--- src/rtl/ick_pkg.sv ---
// ick_pkg: shared types, codes and arithmetic helpers for the internet checksum engine
// no dependencies; imported by ick_acc and internet_checksum_engine

package ick_pkg;

  localparam logic       KIND_HDR  = 1'b0;
  localparam logic       KIND_DATA = 1'b1;

  localparam logic [1:0] MODE_IPV4 = 2'd0;
  localparam logic [1:0] MODE_TCP  = 2'd1;
  localparam logic [1:0] MODE_UDP  = 2'd2;

  localparam logic [15:0] PROTO_TCP = 16'd6;
  localparam logic [15:0] PROTO_UDP = 16'd17;

  // checksum field position, in 16-bit words from the start of the packet
  localparam logic [3:0] CKPOS_IPV4 = 4'd5;
  localparam logic [3:0] CKPOS_TCP  = 4'd8;
  localparam logic [3:0] CKPOS_UDP  = 4'd3;
  // word index stops here, past every checksum position
  localparam logic [3:0] IDX_SAT    = 4'd9;

  localparam logic [15:0] HIGH_BYTE_MASK = 16'hFF00;
  localparam logic [15:0] ALL_ONES       = 16'hFFFF;
  localparam logic [15:0] ALL_ZERO       = 16'h0000;

  typedef struct packed {
    logic        kind;
    logic [1:0]  mode;
    logic [31:0] src_addr;
    logic [31:0] dst_addr;
    logic [15:0] seg_length;
    logic [15:0] data_word;
    logic        odd_byte;
    logic        last;
  } ick_item_t;

  // one's-complement add with end-around carry, result stays 16 bits
  function automatic logic [15:0] add_ones(input logic [15:0] a, input logic [15:0] b);
    logic [16:0] s;
    s = {1'b0, a} + {1'b0, b};
    return s[15:0] + {15'd0, s[16]};
  endfunction

  function automatic logic [3:0] ck_pos(input logic [1:0] mode);
    logic [3:0] p;
    case (mode)
      MODE_TCP: p = CKPOS_TCP;
      MODE_UDP: p = CKPOS_UDP;
      default:  p = CKPOS_IPV4;
    endcase
    return p;
  endfunction

endpackage

--- src/rtl/ick_acc.sv ---
// ick_acc: running one's-complement sum, word index and mode of the current packet
// uses ick_pkg; instantiated by internet_checksum_engine

module ick_acc (
  input  logic              clk_i,
  input  logic              rst_ni,
  input  logic              adv_i,
  input  ick_pkg::ick_item_t item_i,
  output logic              emit_o,
  output logic [15:0]       checksum_o
);
  import ick_pkg::*;

  logic [15:0] acc_q, acc_d;
  logic [3:0]  idx_q, idx_d;
  logic [1:0]  mode_q, mode_d;

  logic [18:0] ph_sum;
  logic [16:0] ph_fold1;
  logic [15:0] ph_fold2;
  logic [15:0] proto;
  logic [15:0] word;
  logic [15:0] nsum;
  logic [15:0] inv;

  // pseudo header: six words in one add, then two end-around folds
  always_comb begin
    proto    = (item_i.mode == MODE_TCP) ? PROTO_TCP : PROTO_UDP;
    ph_sum   = {3'd0, item_i.src_addr[31:16]} + {3'd0, item_i.src_addr[15:0]}
             + {3'd0, item_i.dst_addr[31:16]} + {3'd0, item_i.dst_addr[15:0]}
             + {3'd0, proto} + {3'd0, item_i.seg_length};
    ph_fold1 = {1'b0, ph_sum[15:0]} + {14'd0, ph_sum[18:16]};
    ph_fold2 = ph_fold1[15:0] + {15'd0, ph_fold1[16]};
  end

  always_comb begin
    word = item_i.odd_byte ? (item_i.data_word & HIGH_BYTE_MASK) : item_i.data_word;
    if (idx_q == ck_pos(mode_q)) begin
      word = ALL_ZERO;
    end
    nsum = add_ones(acc_q, word);
    inv  = ~nsum;
    if (mode_q == MODE_UDP && inv == ALL_ZERO) begin
      checksum_o = ALL_ONES;
    end else begin
      checksum_o = inv;
    end
    emit_o = (item_i.kind == KIND_DATA) && item_i.last;
  end

  always_comb begin
    acc_d  = acc_q;
    idx_d  = idx_q;
    mode_d = mode_q;
    if (adv_i) begin
      if (item_i.kind == KIND_HDR) begin
        mode_d = item_i.mode;
        idx_d  = '0;
        if (item_i.mode == MODE_TCP || item_i.mode == MODE_UDP) begin
          acc_d = ph_fold2;
        end else begin
          acc_d = '0;
        end
      end else if (item_i.last) begin
        acc_d = '0;
        idx_d = '0;
      end else begin
        acc_d = nsum;
        if (idx_q != IDX_SAT) begin
          idx_d = idx_q + 4'd1;
        end
      end
    end
  end

  always_ff @(posedge clk_i or negedge rst_ni) begin
    if (!rst_ni) begin
      acc_q  <= '0;
      idx_q  <= '0;
      mode_q <= MODE_IPV4;
    end else begin
      acc_q  <= acc_d;
      idx_q  <= idx_d;
      mode_q <= mode_d;
    end
  end

endmodule

--- src/rtl/internet_checksum_engine.sv ---
// internet_checksum_engine: IPv4 / TCP / UDP one's-complement checksum over a word stream
// uses ick_pkg and ick_acc
// result: the last data word is held in the input register, then its checksum in the output register
// throughput: one word per cycle, but a last data word waits on a stalled result; the input
// register feeds one end-around-carry add into the output register; other words pass even then
// reset: asynchronous, clears valids, sum, word index and mode (IPv4)

module internet_checksum_engine (
  input  logic        clk_i,
  input  logic        rst_ni,
  input  logic        in_valid_i,
  output logic        in_stall_o,
  input  logic        kind_i,
  input  logic [1:0]  mode_i,
  input  logic [31:0] src_addr_i,
  input  logic [31:0] dst_addr_i,
  input  logic [15:0] seg_length_i,
  input  logic [15:0] data_word_i,
  input  logic        odd_byte_i,
  input  logic        last_i,
  output logic        out_valid_o,
  input  logic        out_stall_i,
  output logic [15:0] checksum_o
);
  import ick_pkg::*;

  logic        in_vld_q;
  ick_item_t   item_q;
  logic        out_vld_q;
  logic [15:0] cks_q;
  logic        adv;
  logic        emit;
  logic [15:0] cks;
  logic        in_acc;

  ick_acc u_acc (
    .clk_i      (clk_i),
    .rst_ni     (rst_ni),
    .adv_i      (adv),
    .item_i     (item_q),
    .emit_o     (emit),
    .checksum_o (cks)
  );

  // a word that yields no result never waits on the output side
  assign adv        = in_vld_q && (!emit || !out_vld_q || !out_stall_i);
  assign in_stall_o = in_vld_q && !adv;
  assign in_acc     = in_valid_i && !in_stall_o;

  always_ff @(posedge clk_i or negedge rst_ni) begin
    if (!rst_ni) begin
      in_vld_q  <= 1'b0;
      out_vld_q <= 1'b0;
    end else begin
      if (!in_stall_o) begin
        in_vld_q <= in_valid_i;
      end
      if (adv && emit) begin
        out_vld_q <= 1'b1;
      end else if (!out_stall_i) begin
        out_vld_q <= 1'b0;
      end
    end
  end

  always_ff @(posedge clk_i) begin
    if (in_acc) begin
      item_q.kind       <= kind_i;
      item_q.mode       <= mode_i;
      item_q.src_addr   <= src_addr_i;
      item_q.dst_addr   <= dst_addr_i;
      item_q.seg_length <= seg_length_i;
      item_q.data_word  <= data_word_i;
      item_q.odd_byte   <= odd_byte_i;
      item_q.last       <= last_i;
    end
    if (adv && emit) begin
      cks_q <= cks;
    end
  end

  assign out_valid_o = out_vld_q;
  assign checksum_o  = cks_q;

  a_stall_needs_word : assert property (@(posedge clk_i) disable iff (!rst_ni)
    in_stall_o |-> in_vld_q)
    else $error("input stalled with no word held");

  a_no_result_overwrite : assert property (@(posedge clk_i) disable iff (!rst_ni)
    (adv && emit) |-> !(out_vld_q && out_stall_i))
    else $error("result issued over a stalled result");

  a_result_from_word : assert property (@(posedge clk_i) disable iff (!rst_ni)
    $rose(out_vld_q) |-> $past(in_vld_q && emit))
    else $error("result appeared without a last data word");

endmodule

--- config.mk ---
export PLATFORM = sky130hd
export DESIGN_NAME = internet_checksum_engine
export DESIGN_NICKNAME = d
export VERILOG_FILES = /design/src/rtl/ick_pkg.sv /design/src/rtl/ick_acc.sv /design/src/rtl/internet_checksum_engine.sv
export SDC_FILE = /design/constraint.sdc
export NUM_CORES = 1
export LEC_CHECK = 0
export BUFFER_PORTS_ARGS = -buffer_cell sky130_fd_sc_hd__buf_2
export CAP_MARGIN = 20
export CELL_PAD_IN_SITES_DETAIL_PLACEMENT = 1
export CELL_PAD_IN_SITES_GLOBAL_PLACEMENT = 1
export CORE_MARGIN = 4
export CORE_UTILIZATION = 35
export CTS_BUF_LIST = sky130_fd_sc_hd__clkbuf_8
export DETAILED_ROUTE_END_ITERATION = 10
export GPL_TIMING_DRIVEN = 1
export PLACE_DENSITY = 0.61
export SYNTH_ARGS = -nofsm -noshare
export SYNTH_HDL_FRONTEND = slang
export SYNTH_SLANG_ARGS = --single-unit
--- constraint.sdc ---
create_clock -name clk_i -period 25.6 [get_ports clk_i]
set_input_delay 2.56 -clock clk_i [delete_from_list [all_inputs] [get_ports clk_i]]
set_output_delay 2.56 -clock clk_i [all_outputs]
set_load 0.05 [all_outputs]
# ---- After elaboration in Yosys (flattened, before gate mapping)
# Cells that the tools add are included.
dict set report op_classes {
  addsub 10
  n_reduce_logical 17
  n_mux 12
  bitwise 2
  eq_ne 8
}
# cell count
set op_table {}
lappend op_table {{adder 19 x 16 -> 19 bit} 4}
lappend op_table {{2-to-1 mux 16 bit} 4}
lappend op_table {{adder 16 x 16 -> 17 bit} 2}
lappend op_table {{adder 16 x 1 -> 16 bit} 2}
lappend op_table {{adder 16 x 3 -> 17 bit} 1}
lappend op_table {{zero test 16 bit} 1}
lappend op_table {{inverter 16 bit} 1}
lappend op_table {{2-to-1 mux 4 bit} 3}
lappend op_table {{2-to-1 mux 8 bit} 1}
lappend op_table {{one-hot mux 4 bit (2 select lines)} 1}
lappend op_table {{logical AND 1 bit} 6}
lappend op_table {{zero test 1 bit} 5}
lappend op_table {{2-to-1 mux 5 bit} 1}
lappend op_table {{adder 4 x 1 -> 4 bit, second input constant} 1}
lappend op_table {{== test 2 x 1 -> 1 bit, second input constant} 2}
lappend op_table {{== test 2 bit, second input constant} 2}
lappend op_table {{== test 4 bit} 1}
lappend op_table {{!= test 4 bit, second input constant} 1}
lappend op_table {{AND reduction 2 bit} 2}
lappend op_table {{logical OR 1 bit} 3}
lappend op_table {{!= test 3 x 2 -> 1 bit, second input constant} 1}
lappend op_table {{2-to-1 mux 1 bit} 2}
lappend op_table {{!= test 2 x 1 -> 1 bit, second input constant} 1}
lappend op_table {{inverter 1 bit} 1}
dict set report totals {
  output_inout_bits 18
  inputBits 105
  ff_bits 141
  word_cells 63
}

# ---- Logic depth before layout (Yosys ltp)
# Gate-level depths: netlist of the first run.
dict set report depth {
  ltp_word 9
  mapped_depth 43
  depth_no_buf 43
}

# ---- Cells and area by module
# From an unflattened synthesis of the first run, not the netlist that was laid out.
dict set report hier_totals {
  cells_unflattened 869
  area_unflattened_um2 9572.9
}
# module instances cells_per_inst area_per_inst_um2 seq_area_each_um2
set by_module_without_submodules {}
lappend by_module_without_submodules {ick_acc 1 740 5954.5 550.5}
lappend by_module_without_submodules {internet_checksum_engine 1 129 3618.5 3563.4}

# ---- Least setup slack after synthesis of the first run
# Ideal clock, no wire load.
dict set report synth_path {
  kind {register to register}
  from {register item_q[66] (netlist bit)}
  to {register u_acc.acc_q[15]}
  required_time_ns 25.468
  path_slack_ns 16.863
  setup_time_ns 0.132
  arrival_ns 8.605
  path_buffers 1
  stages_incl_launch_ff 41
  period_less_slack_ns 8.737
  cell_sequence {edfxtp_1 -> ha_1 -> inv_1 -> fa_1 -> nor2b_1 -> o21ai_0 -> a21boi_0 -> o21ai_0 -> a21boi_0 -> o21ai_0 -> nor2b_1 -> xnor2_1 -> fa_1 -> fa_1 -> ha_1 -> ha_1 -> buf_2 -> nand3_1 -> (+5 left out) -> a21oi_1 -> o21bai_1 -> xor2_1 -> ha_1 -> inv_1 -> fa_1 -> inv_1 -> a21oi_1 -> or3_1 -> nor3_1 -> nand3_1 -> nor3_1 -> ha_1 -> nand3_1 -> nor3_1 -> or4b_1 -> a32oi_1 -> or3b_1}
}
dict set report synth_via {
  elab_chain_cells 9
}
# item line
set synth_rtl {}
lappend synth_rtl {{start, declared} internet_checksum_engine.sv:28} ;# ick_item_t item_q;
lappend synth_rtl {{adder 16 x 16 -> 17 bit} ick_acc.sv:29} ;# ph_sum = {3'd0, item_i.src_addr[31:16]} + {3'd0, item_i.src_addr[15:0]}
lappend synth_rtl {{adder 19 x 16 -> 19 bit (2 in series)} ick_acc.sv:30} ;# + {3'd0, item_i.dst_addr[31:16]} + {3'd0, item_i.dst_addr[15:0]}
lappend synth_rtl {{adder 19 x 16 -> 19 bit (2 in series)} ick_acc.sv:31} ;# + {3'd0, proto} + {3'd0, item_i.seg_length};
lappend synth_rtl {{adder 16 x 3 -> 17 bit} ick_acc.sv:32} ;# ph_fold1 = {1'b0, ph_sum[15:0]} + {14'd0, ph_sum[18:16]};
lappend synth_rtl {{adder 16 x 1 -> 16 bit} ick_acc.sv:33} ;# ph_fold2 = ph_fold1[15:0] + {15'd0, ph_fold1[16]};
lappend synth_rtl {{2-to-1 mux 16 bit} ick_acc.sv:59} ;# if (item_i.mode == MODE_TCP || item_i.mode == MODE_UDP) begin
lappend synth_rtl {{2-to-1 mux 16 bit} ick_acc.sv:56} ;# if (item_i.kind == KIND_HDR) begin
lappend synth_rtl {{end signal, assigned} ick_acc.sv:78} ;# acc_q <= '0;
lappend synth_rtl {{end signal, assigned} ick_acc.sv:82} ;# acc_q <= acc_d;
lappend synth_rtl {{end, declared} ick_acc.sv:14} ;# logic [15:0] acc_q, acc_d;
# Every way passes these cells.
# A chain may end at the register's enable or synchronous reset.

# ---- Worst setup path in the final report of the first run
dict set report layout_path {
  from {register item_q[82] (netlist bit)}
  to {register u_acc.acc_q[15]}
}
# Same word-level chain as after synthesis.

==> results.yml, run 1 <==
routing:
  drtIter0Drc: 228
  drc_errors: 0
  ant_nets: 0
  dr_total_vias: 6781
  firstDrtPassIters: 4
  vias_per_cell: 5.098
  drt-wirelength-per-cell_um: 16.84
  wl_um: 22400
finish:
  nets: 1203
  final_util: 0.4110
  drive_gt1_frac: 0.1709
  area_growth_pct: 14.60
  final_cells: 1330
  n_antenna_cell: 0
synth:
  synth_area_um2: 9399
  synth-edff-count: 117
  synth_cell_types: 74
  netlist_top_cells_area: "edfxtp_1 (37%), ha_1 (10%), fa_1 (8.3%)"
  yosysTopAreaCellShare: 0.3738
  syn-num-nets: 1077
  synth_top_area_cell: "edfxtp_1"
  syn_inst: 856
  async_flop_share: 0.1702
  dominantRegCellSynth: "edfxtp_1"
  yosys_warnings: 0
  avgSynthCellArea_um2: 10.98
  ys_seq_area_frac: 0.4377
  ys_ff_latch: 141
clock_network:
  clkSinkCount: 141
  h-tree-depth: 4
  cts.reportedPaths.clkPinSlew_ns: 0.11
  cts.repair.resized: 0
  cts_root_buf: "clkbuf_8"
  clk_latency_ns: 0.46
  numCtsBuffers: 17
  cts_buffer_depth: 2
  post_cts_buffers: 0
  cts_tree: "yes"
  cts_hold_buf: 0
global_routing:
  grt_first_pass_wirelength_um: 36940
  grt_pass1_vias: 7305
  grt_usage: 0.1572
  grt_start_max_net_pins: 83
  antenna_found_initial: 0
  grt_overflow: 0
sta:
  hold_violations: 0
  tightest_slew_ns: 1.051
  period_needed_ns: 10.08
  setup_viol: 0
  fin_tns_setup_ns: 0
  fin_skew_ns: 0.02286
  max_freq_mhz: 99.24
  drv_slew: 0
  finalHoldWorstSlack_ns: 0.5084
  relSlewSlack: 0.2992
  period_share: 0.3936
  rsz0062_at_grt: "false"
critical_path:
  critical_path_arrival_ns: 10.40
  path_max_fanout: 7
  cpMostUsedCell: "ha_1"
  worstPathRequired_ns: 25.93
  max_stage_delay_ns: 0.56
  worst-path-buf-inv: 3
  end_kind: "flop"
  slowest_stage: "nor3_1"
  critPathTopFamily: "simple AND/OR/NAND/NOR gates"
  start_kind: "flop"
  crit_type: "reg -> reg"
placed_design:
  gp_congestion: 0.8249
  io_buffers: 122
  dpl.hpwl_um: 17820
  placed_cells: 1298
die:
  fp.dieArea_um2: 29540
  row_count: 59
  start_util: 0.3587
  core_area_um2: 26210
  chipWidth_um: 171.9
  die_h_um: 171.9
  ios: 123
status:
  outcome: "finished clean"
power:
  leakage_uw: 0.004587
  vdd_drop_max_mv: 0.04449
  power.density_nw_per_um2: 124.1
run:
  drv_cap: 0
hold_path:
  min_path_type: "reg -> reg"
==> path summary, 6_finish.rpt <==
check                      startpoint  cells after the start  slack (ns)         endpoint
hold reg to reg            item_q[99]                      2        0.51  u_acc.mode_q[1]
setup reg to reg           item_q[82]                     39       15.52  u_acc.acc_q[15]
hold / removal             item_q[99]                      2        0.51  u_acc.mode_q[1]
min in group asynchronous      rst_ni                      1        2.10   u_acc.acc_q[2]
setup / recovery           item_q[82]                     39       15.52  u_acc.acc_q[15]
max in group asynchronous      rst_ni                      1       23.11  u_acc.acc_q[13]
==> Yosys cell counts (11+ instances only) <==
master,instances
nand2_1,58
and3_1,11
inv_1,69
o21ai_0,53
ha_1,77
edfxtp_1,117
xor2_1,25
fa_1,39
clkbuf_1,13
nand3_1,21
and2_1,26
dfrtp_1,24
nor3_1,16
nor2_1,64
a221oi_1,11
a21oi_1,36
xnor2_1,37
==> cells by family (layout without fill, tap and decap cells) <==
family                     after synthesis  count (layout)  synth area share
AOI/OAI and AO/OA                      189             189            0.1357
xor gates and xnor gates                63              63           0.06017
adders and majority gates              116             116            0.1856
buffers and inverters                   86             225           0.03621
DFF                                    141             141            0.4377
muxes                                    4               4          0.004260
and+or+nand+nor                        257             257            0.1404
==> flip-flops by register name, indices dropped and copies added, names as in the netlist <==
name,flops
u_acc.acc_q,16
u_acc.mode_q,2
checksum_o,16
item_q,101
in_vld_q,1
out_valid_o,1
u_acc.idx_q,4
==> routing by layer <==
metal / vias to the layer above / track usage / wire length [um]
met3: 16 / 0.02675 / 774
met4: 0 / 0.03964 / 295
met1: 3263 / 0.2056 / 10280
met2: 128 / 0.2729 / 11050
met5: - / 0 / 0
li1: 3374 / - / -
==> through the flow <==
| stage | cell area (um^2) | power, uW | worst slack (ns) |
|---|---|---|---|
| 2_1_floorplan | 9399 | 946.9 | 16.86 |
| 3_3_place_gp | 10360 | 1150 | 15.85 |
| 3_5_place_dp | 10360 | 1153 | 15.49 |
| 4_1_cts | 10770 | 1351 | 15.44 |
| 5_1_grt | 10770 | 1467 | 14.58 |
| 6_report | 10770 | 1336 | 15.52 |
==> worst reg2reg max path, delay by kind of cell, from the launching register on <==
| family | cells | cell delay (ns) |
|---|---|---|
| AND/OR/NAND/NOR | 13 | 3.92 |
| adder cells (fa/ha/maj) | 9 | 3.06 |
| AO/OA/AOI/OAI | 12 | 2.01 |
| XOR/XNOR | 2 | 0.41 |
| flip-flops | 1 | 0.35 |
| buffers and inverters | 3 | 0.19 |
==> layout make-up <==
| cell class | instances | area, um^2 |
|---|---|---|
| multi-input cells | 629 | 4947 |
| flip-flops and latches | 141 | 4114 |
| clock buffers | 17 | 234.0 |
| well taps | 335 | 419.2 |
| fillers | 2894 | 15430 |
| clock inverters | 15 | 172.7 |
| repair buffers | 124 | 625.6 |
| inverters | 69 | 259.0 |
==> where the power goes <==
part,total [uW],internal [uW],switching [uW]
combinational,850,325,525
clock,188,82.5,106
sequential,299,283,15.6
total,1340,690,646
==> cells in the final DEF (no fill, tap or decap), types with 10 or more instances in the layout <==
cell      netlist  layout
o21ai_0        53      53
xnor2_1        37      37
clkbuf_8        0      17
xor2_1         25      25
a221oi_1       11      11
buf_2           2     122
and2_1         26      25
a21oi_1        36      36
and3_1         11      11
inv_1          69      69
ha_1           77      77
fa_1           39      39
nand4_1        10      10
nor3_1         16      16
dfrtp_1        24      24
edfxtp_1      117     117
nand3_1        21      21
nand2_1        58      58
nor2_1         64      64
No activity file was read; power rests on OpenSTA's default activity.
==> run 2: changes to the inputs <==
--- a/config.mk
+++ b/config.mk
@@ -14,7 +14,7 @@
 export CTS_BUF_LIST = sky130_fd_sc_hd__clkbuf_8
 export DETAILED_ROUTE_END_ITERATION = 10
 export GPL_TIMING_DRIVEN = 1
-export PLACE_DENSITY = 0.61
+export PLACE_DENSITY = 0.63
 export SYNTH_ARGS = -nofsm -noshare
 export SYNTH_HDL_FRONTEND = slang
 export SYNTH_SLANG_ARGS = --single-unit
==> constraint.sdc (replaced) <==
create_clock -name clk_i -period 8.8 [get_ports clk_i]
set_input_delay 0.88 -clock clk_i [delete_from_list [all_inputs] [get_ports clk_i]]
set_output_delay 0.88 -clock clk_i [all_outputs]
set_load 0.05 [all_outputs]
==> run 2 against run 1 <==
Maximum frequency rose by 22%. Die area unchanged. Power rose to 3.2 times the previous value. Core utilization up 1.7 points. Cell area rose by 4.0%. Critical path type unchanged. Largest cell class unchanged. Highest routed layer unchanged.
==> results.yml, run 2 (synthesis results as in run 1) <==
critical_path:
  critical_path_arrival_ns: 8.62
  path_max_fanout: 8
  cpMostUsedCell: "a21oi_2"
  max_stage_delay_ns: 0.56
  worstPathRequired_ns: 9.13
  critPathTopFamily: "compound AO/OA/AOI/OAI gates"
  crit_type: "reg -> reg"
  slowest_stage: "fa_1"
  worst-path-buf-inv: 0
  start_kind: "flop"
  end_kind: "flop"
routing:
  firstDrtPassIters: 4
  ant_nets: 0
  drt-wirelength-per-cell_um: 17.42
  dr_total_vias: 6999
  drtIter0Drc: 222
  drc_errors: 0
  wl_um: 23580
  vias_per_cell: 5.173
clock_network:
  cts_hold_buf: 0
  cts.reportedPaths.clkPinSlew_ns: 0.10
  h-tree-depth: 4
  cts_tree: "yes"
  cts_buffer_depth: 2
  cts_root_buf: "clkbuf_8"
  clk_latency_ns: 0.46
  numCtsBuffers: 17
  clkSinkCount: 141
power:
  vdd_drop_max_mv: 0.1570
  power.density_nw_per_um2: 379.3
  leakage_uw: 0.004741
global_routing:
  grt_pass1_vias: 7489
  grt_usage: 0.1624
  antenna_found_initial: 0
  use_met2: 0.2953
  busiest_layer: "met2"
  grtUsageMet3: 0.02949
  grt_overflow: 0
  gr-usage-met1: 0.1995
  grt_start_max_net_pins: 83
  grt_first_pass_wirelength_um: 37940
finish:
  area_growth_pct: 19.24
  layout_common_cells: "buf_2 (122), edfxtp_1 (117), inv_1 (68)"
  nets: 1226
  final_util: 0.4276
  mostFrequentLayoutCell: "buf_2"
  n_antenna_cell: 0
  regMostFlops: "item_q"
  largest_reg_flops: 101
  drive_gt1_frac: 0.2308
sta:
  max_freq_mhz: 120.6
  relSlewSlack: 0.3030
  tightest_slew_ns: 1.042
  period_needed_ns: 8.289
  setup_viol: 0
  fin_skew_ns: 0.01949
  finalWorstSetupSlack_ns: 0.5113
  period_share: 0.9419
  hold_violations: 0
  drv_slew: 0
die:
  die_h_um: 171.9
  ios: 123
  row_count: 59
  fp.dieArea_um2: 29540
  core_area_um2: 26210
  start_util: 0.3587
  chipWidth_um: 171.9
placed_design:
  gp_congestion: 0.8457
  io_buffers: 122
  pre_cts_slack_ns: -0.1862
  dpl.hpwl_um: 18550
run:
  drv_cap: 0
status:
  outcome: "finished clean"
hold_path:
  min_path_type: "in -> async"
-- run 2: cell types whose count changed in the layout (fill, tap and decap cells not counted), moves of 5 or more --
cell	previous run	this run
ha_4	0	7
a21oi_2	0	9
o21ai_1	2	7
ha_1	77	65
buf_4	2	25
o21ai_0	53	46
ha_2	0	5
a21oi_1	36	27
-- run 2: where the power goes --
part / internal (uW) / total (uW) / leakage (uW) / switching [uW]
Clock: 240 / 547 / 0.000206 / 307
Sequential: 824 / 870 / 0.00144 / 46.1
Combinational: 1130 / 2830 / 0.00310 / 1700
Total: 2200 / 4250 / 0.00474 / 2050
-- run 2: final cells by class --
class	count	area, um^2
Timing Repair Buffer	147	798.3
Clock buffer	17	234.0
Multi-Input combinational cell	629	5213
Sequential cell	141	4114
Clock inverter	15	170.2
Tap cell	335	419.2
Inverter	69	259.0
Fill cell	2930	15000
-- run 2: routing by layer --
layer  share of wire  vias to the layer above
li1                -                     3411
met1            0.43                     3422
met2            0.52                      140
met3           0.040                       26
met4           0.015                        0
met5               0                        -
-- run 2: worst reg2reg max path, delay by kind of cell, from the launching register on --
family / cells / cell delay (ns)
fa+ha+maj: 6 / 2.17
mux: 1 / 0.15
compound gates: 18 / 3.18
xor+xnor: 1 / 0.17
simple gates: 6 / 2.06
flops: 1 / 0.42
-- run 2: final timing paths --
check	from	slack, ns	depth (start not counted)	endpoint
worst max-delay path	item_q[83]	0.51	32	u_acc.acc_q[15]
worst min-delay path	rst_ni	0.41	1	u_acc.acc_q[2]
worst max register to register	item_q[83]	0.51	32	u_acc.acc_q[15]
worst min register to register	out_valid_o	0.53	1	out_valid_o
max in group asynchronous	rst_ni	8.00	1	u_acc.acc_q[11]
min in group clk_i	out_valid_o	0.53	1	out_valid_o
-- run 2: through the flow --
stage	setup TNS (ns)	hold slack, ns	instance area, um^2	instances	power (uW)
floorplan	0	0.4516	9399	856	2755
detailed placement	-0.2809	0.5074	10520	1318	3472
global placement	0	0.4845	10520	1318	3441
CTS	0	0.3949	10940	1350	4068
finish	0	0.4054	11210	1353	4250
global route	-0.03975	0.4274	11210	1353	4630
-- run 2: repair_timing --
item                                    in CTS  in global routing
pin swaps                                    1                 34
endpoints found under the setup margin       9                 15
gates resized for setup                      8                 49
buffers inserted                             0                  3
==> run 3: changes to the inputs <==
--- a/config.mk
+++ b/config.mk
@@ -5,6 +5,7 @@
 export SDC_FILE = /design/constraint.sdc
 export NUM_CORES = 1
 export LEC_CHECK = 0
+export ABC_AREA = 1
 export BUFFER_PORTS_ARGS = -buffer_cell sky130_fd_sc_hd__buf_2
 export CAP_MARGIN = 20
 export CELL_PAD_IN_SITES_DETAIL_PLACEMENT = 1
@@ -12,9 +13,10 @@
 export CORE_MARGIN = 4
 export CORE_UTILIZATION = 35
 export CTS_BUF_LIST = sky130_fd_sc_hd__clkbuf_8
+export CTS_CLUSTER_DIAMETER = 60
 export DETAILED_ROUTE_END_ITERATION = 10
 export GPL_TIMING_DRIVEN = 1
-export PLACE_DENSITY = 0.63
+export PLACE_DENSITY = 0.65
 export SYNTH_ARGS = -nofsm -noshare
 export SYNTH_HDL_FRONTEND = slang
 export SYNTH_SLANG_ARGS = --single-unit
==> run 3 against run 2 <==
Die area increased by 3.7%. Combinational power barely moved. Setup slack improved by 0.12 ns. Non-clock buffer count decreased by 20. Sequential share of layout area down 0.75 points. Synthesized cell count increased by 31%. Power down 0.16%.
==> results.yml, run 3 <==
power:
  vdd_drop_max_mv: 0.1117
  power.density_nw_per_um2: 370.9
  leakage_uw: 0.005492
routing:
  vias_per_cell: 4.762
  dr_wl_met3_um: 911
  ant_nets: 0
  drt-wirelength-per-cell_um: 16.27
  top_layer_used: "met4"
  drtIter0Drc: 397
  wl_um: 26820
  drc_errors: 0
  dr_total_vias: 7848
  routed-wl-met2_um: 12160
  wl_met1_um: 13500
  firstDrtPassIters: 5
clock_network:
  h-tree-depth: 4
  cts.reportedPaths.clkPinSlew_ns: 0.09
  clkSinkCount: 141
  cts_tree: "yes"
  cts_buffer_depth: 2
  cts_root_buf: "clkbuf_8"
  cts_hold_buf: 0
  clk_latency_ns: 0.46
  numCtsBuffers: 17
placed_design:
  placed_area_um2: 10850
  dpl.hpwl_um: 22140
  pre_cts_slack_ns: -0.04305
  io_buffers: 122
  gp_congestion: 0.8755
synth:
  async_flop_share: 0.1702
  yosysTopAreaCellShare: 0.3597
  ys_top_cells_by_count: "nand2_1 (303), inv_1 (185), edfxtp_1 (117)"
  synth_top_area_cell: "edfxtp_1"
  dominantRegCellSynth: "edfxtp_1"
  ys_seq_area_frac: 0.4212
  yosys_warnings: 0
  synth-edff-count: 117
  avgSynthCellArea_um2: 8.690
  syn_inst: 1124
  synth.most_common_cell: "nand2_1"
  syn-num-nets: 1345
  synth_area_um2: 9768
  synth_cell_types: 43
  netlist_top_cells_area: "edfxtp_1 (36%), nand2_1 (12%), ha_1 (9.9%)"
  ys_ff_latch: 141
critical_path:
  slowest_stage: "fa_1"
  crit_type: "reg -> reg"
  end_kind: "flop"
  cpMostUsedCell: "nand2_1"
  path_max_fanout: 6
  start_kind: "flop"
  worstPathRequired_ns: 9.19
  max_stage_delay_ns: 0.48
  critical_path_arrival_ns: 8.56
finish:
  finalInstanceArea_um2: 11440
  nets: 1484
  fillers: 3291
  mostFrequentLayoutCell: "nand2_1"
  multiInputGateArea_um2: 5154
  largest_reg_flops: 101
  area_growth_pct: 17.14
  n_antenna_cell: 0
  drive_gt1_frac: 0.1685
  regMostFlops: "item_q"
  seq_area_um2: 4114
  layout_common_cells: "nand2_1 (301), inv_1 (186), buf_2 (122)"
sta:
  period_needed_ns: 8.170
  relSlewSlack: 0.3283
  fin_skew_ns: 0.02134
  tightest_slew_ns: 1.008
  finalWorstSetupSlack_ns: 0.6299
  period_share: 0.9284
  finalHoldWorstSlack_ns: 0.3950
  drv_slew: 0
  setup_viol: 0
  hold_violations: 0
  max_freq_mhz: 122.4
global_routing:
  grt_start_max_net_pins: 83
  grt_first_pass_wirelength_um: 43890
  antenna_found_initial: 0
  grt_usage: 0.1799
  grt_overflow: 0
  grt_pass1_vias: 8392
run:
  drv_cap: 0
hold_path:
  min_path_type: "in -> async"
status:
  outcome: "finished clean"
die:
  chipWidth_um: 175.1
  row_count: 60
  ios: 123
  fp.dieArea_um2: 30650
  core_area_um2: 27180
  start_util: 0.3594
  die_h_um: 175.1
-- run 3: cell types whose count changed after synthesis, sizes merged, moves of 26 or more --
cell,previous run,this run
o21ai,55,27
inv,69,186
nand2,58,305
and2,28,2
nand3,21,82
xnor2,37,10
nor2,64,113
-- run 3: final timing paths --
kind,from,to,slack [ns],cells after the start
setup / recovery,item_q[66],u_acc.acc_q[15],0.63,46
setup reg to reg,item_q[66],u_acc.acc_q[15],0.63,46
min in group clk_i,in_vld_q,in_vld_q,0.52,2
hold reg to reg,in_vld_q,in_vld_q,0.52,2
max in group asynchronous,rst_ni,u_acc.idx_q[2],8.00,1
hold / removal,rst_ni,u_acc.acc_q[12],0.39,1
-- run 3: logic make-up (layout without fill, tap and decap cells) --
kind of cell / Yosys count / count (layout) / share of synthesized area
compound gates: 105 / 105 / 0.06123
xor+xnor: 33 / 33 / 0.03382
fa+ha+maj: 116 / 116 / 0.1786
buf+inv: 193 / 345 / 0.07519
flops: 141 / 141 / 0.4212
simple gates: 536 / 536 / 0.2301
-- run 3: critical path, delay by kind of cell (launching register included) --
family	cells	cell delay (ns)
xor gates and xnor gates	2	0.39
adders and majority gates	9	3.02
AOI/OAI and AO/OA	4	0.71
DFF	1	0.35
buffers and inverters	3	0.23
and+or+nand+nor	28	3.39
-- run 3: final cells by class --
| class | instances | share of cell area |
|---|---|---|
| Multi-Input combinational cell | 790 | 0.4504 |
| Sequential cell | 141 | 0.3595 |
| Inverter | 186 | 0.06102 |
| Timing Repair Buffer | 127 | 0.05664 |
| Tap cell | 372 | 0.04068 |
| Clock buffer | 17 | 0.02045 |
| Clock inverter | 15 | 0.01126 |
-- run 3: what timing repair did --
action | 4_1_cts | 5_1_grt
buffers inserted | 0 | 1
endpoints found under the hold margin | 0 | 0
pin swaps | 0 | 11
endpoints found under the setup margin | 5 | 10
resized for setup | 1 | 47
-- run 3: per-layer routing --
layer  GRT usage  vias up
met5           0        -
met4     0.03830        0
met3     0.02813       17
met2      0.2816      135
met1      0.2652     3741
li1            -     3955
-- run 3: through the flow --
step	utilization	setup TNS (ns)	instances	power, uW
after CTS	0.4128	0	1647	4139
after global placement	0.3992	0	1615	3562
after floorplan	-	0	1124	2862
after global routing	0.4210	-0.2532	1648	4731
final	0.4210	0	1648	4244
after detailed placement	0.3992	-0.1169	1615	3606
-- run 3: report_power, final --
part / leakage, uW / switching (uW) / total (uW) / internal, uW
Sequential: 0.00143 / 56.6 / 887 / 830
Combinational: 0.00388 / 1940 / 2850 / 908
Clock: 0.000177 / 304 / 508 / 204
Total: 0.00549 / 2300 / 4240 / 1940
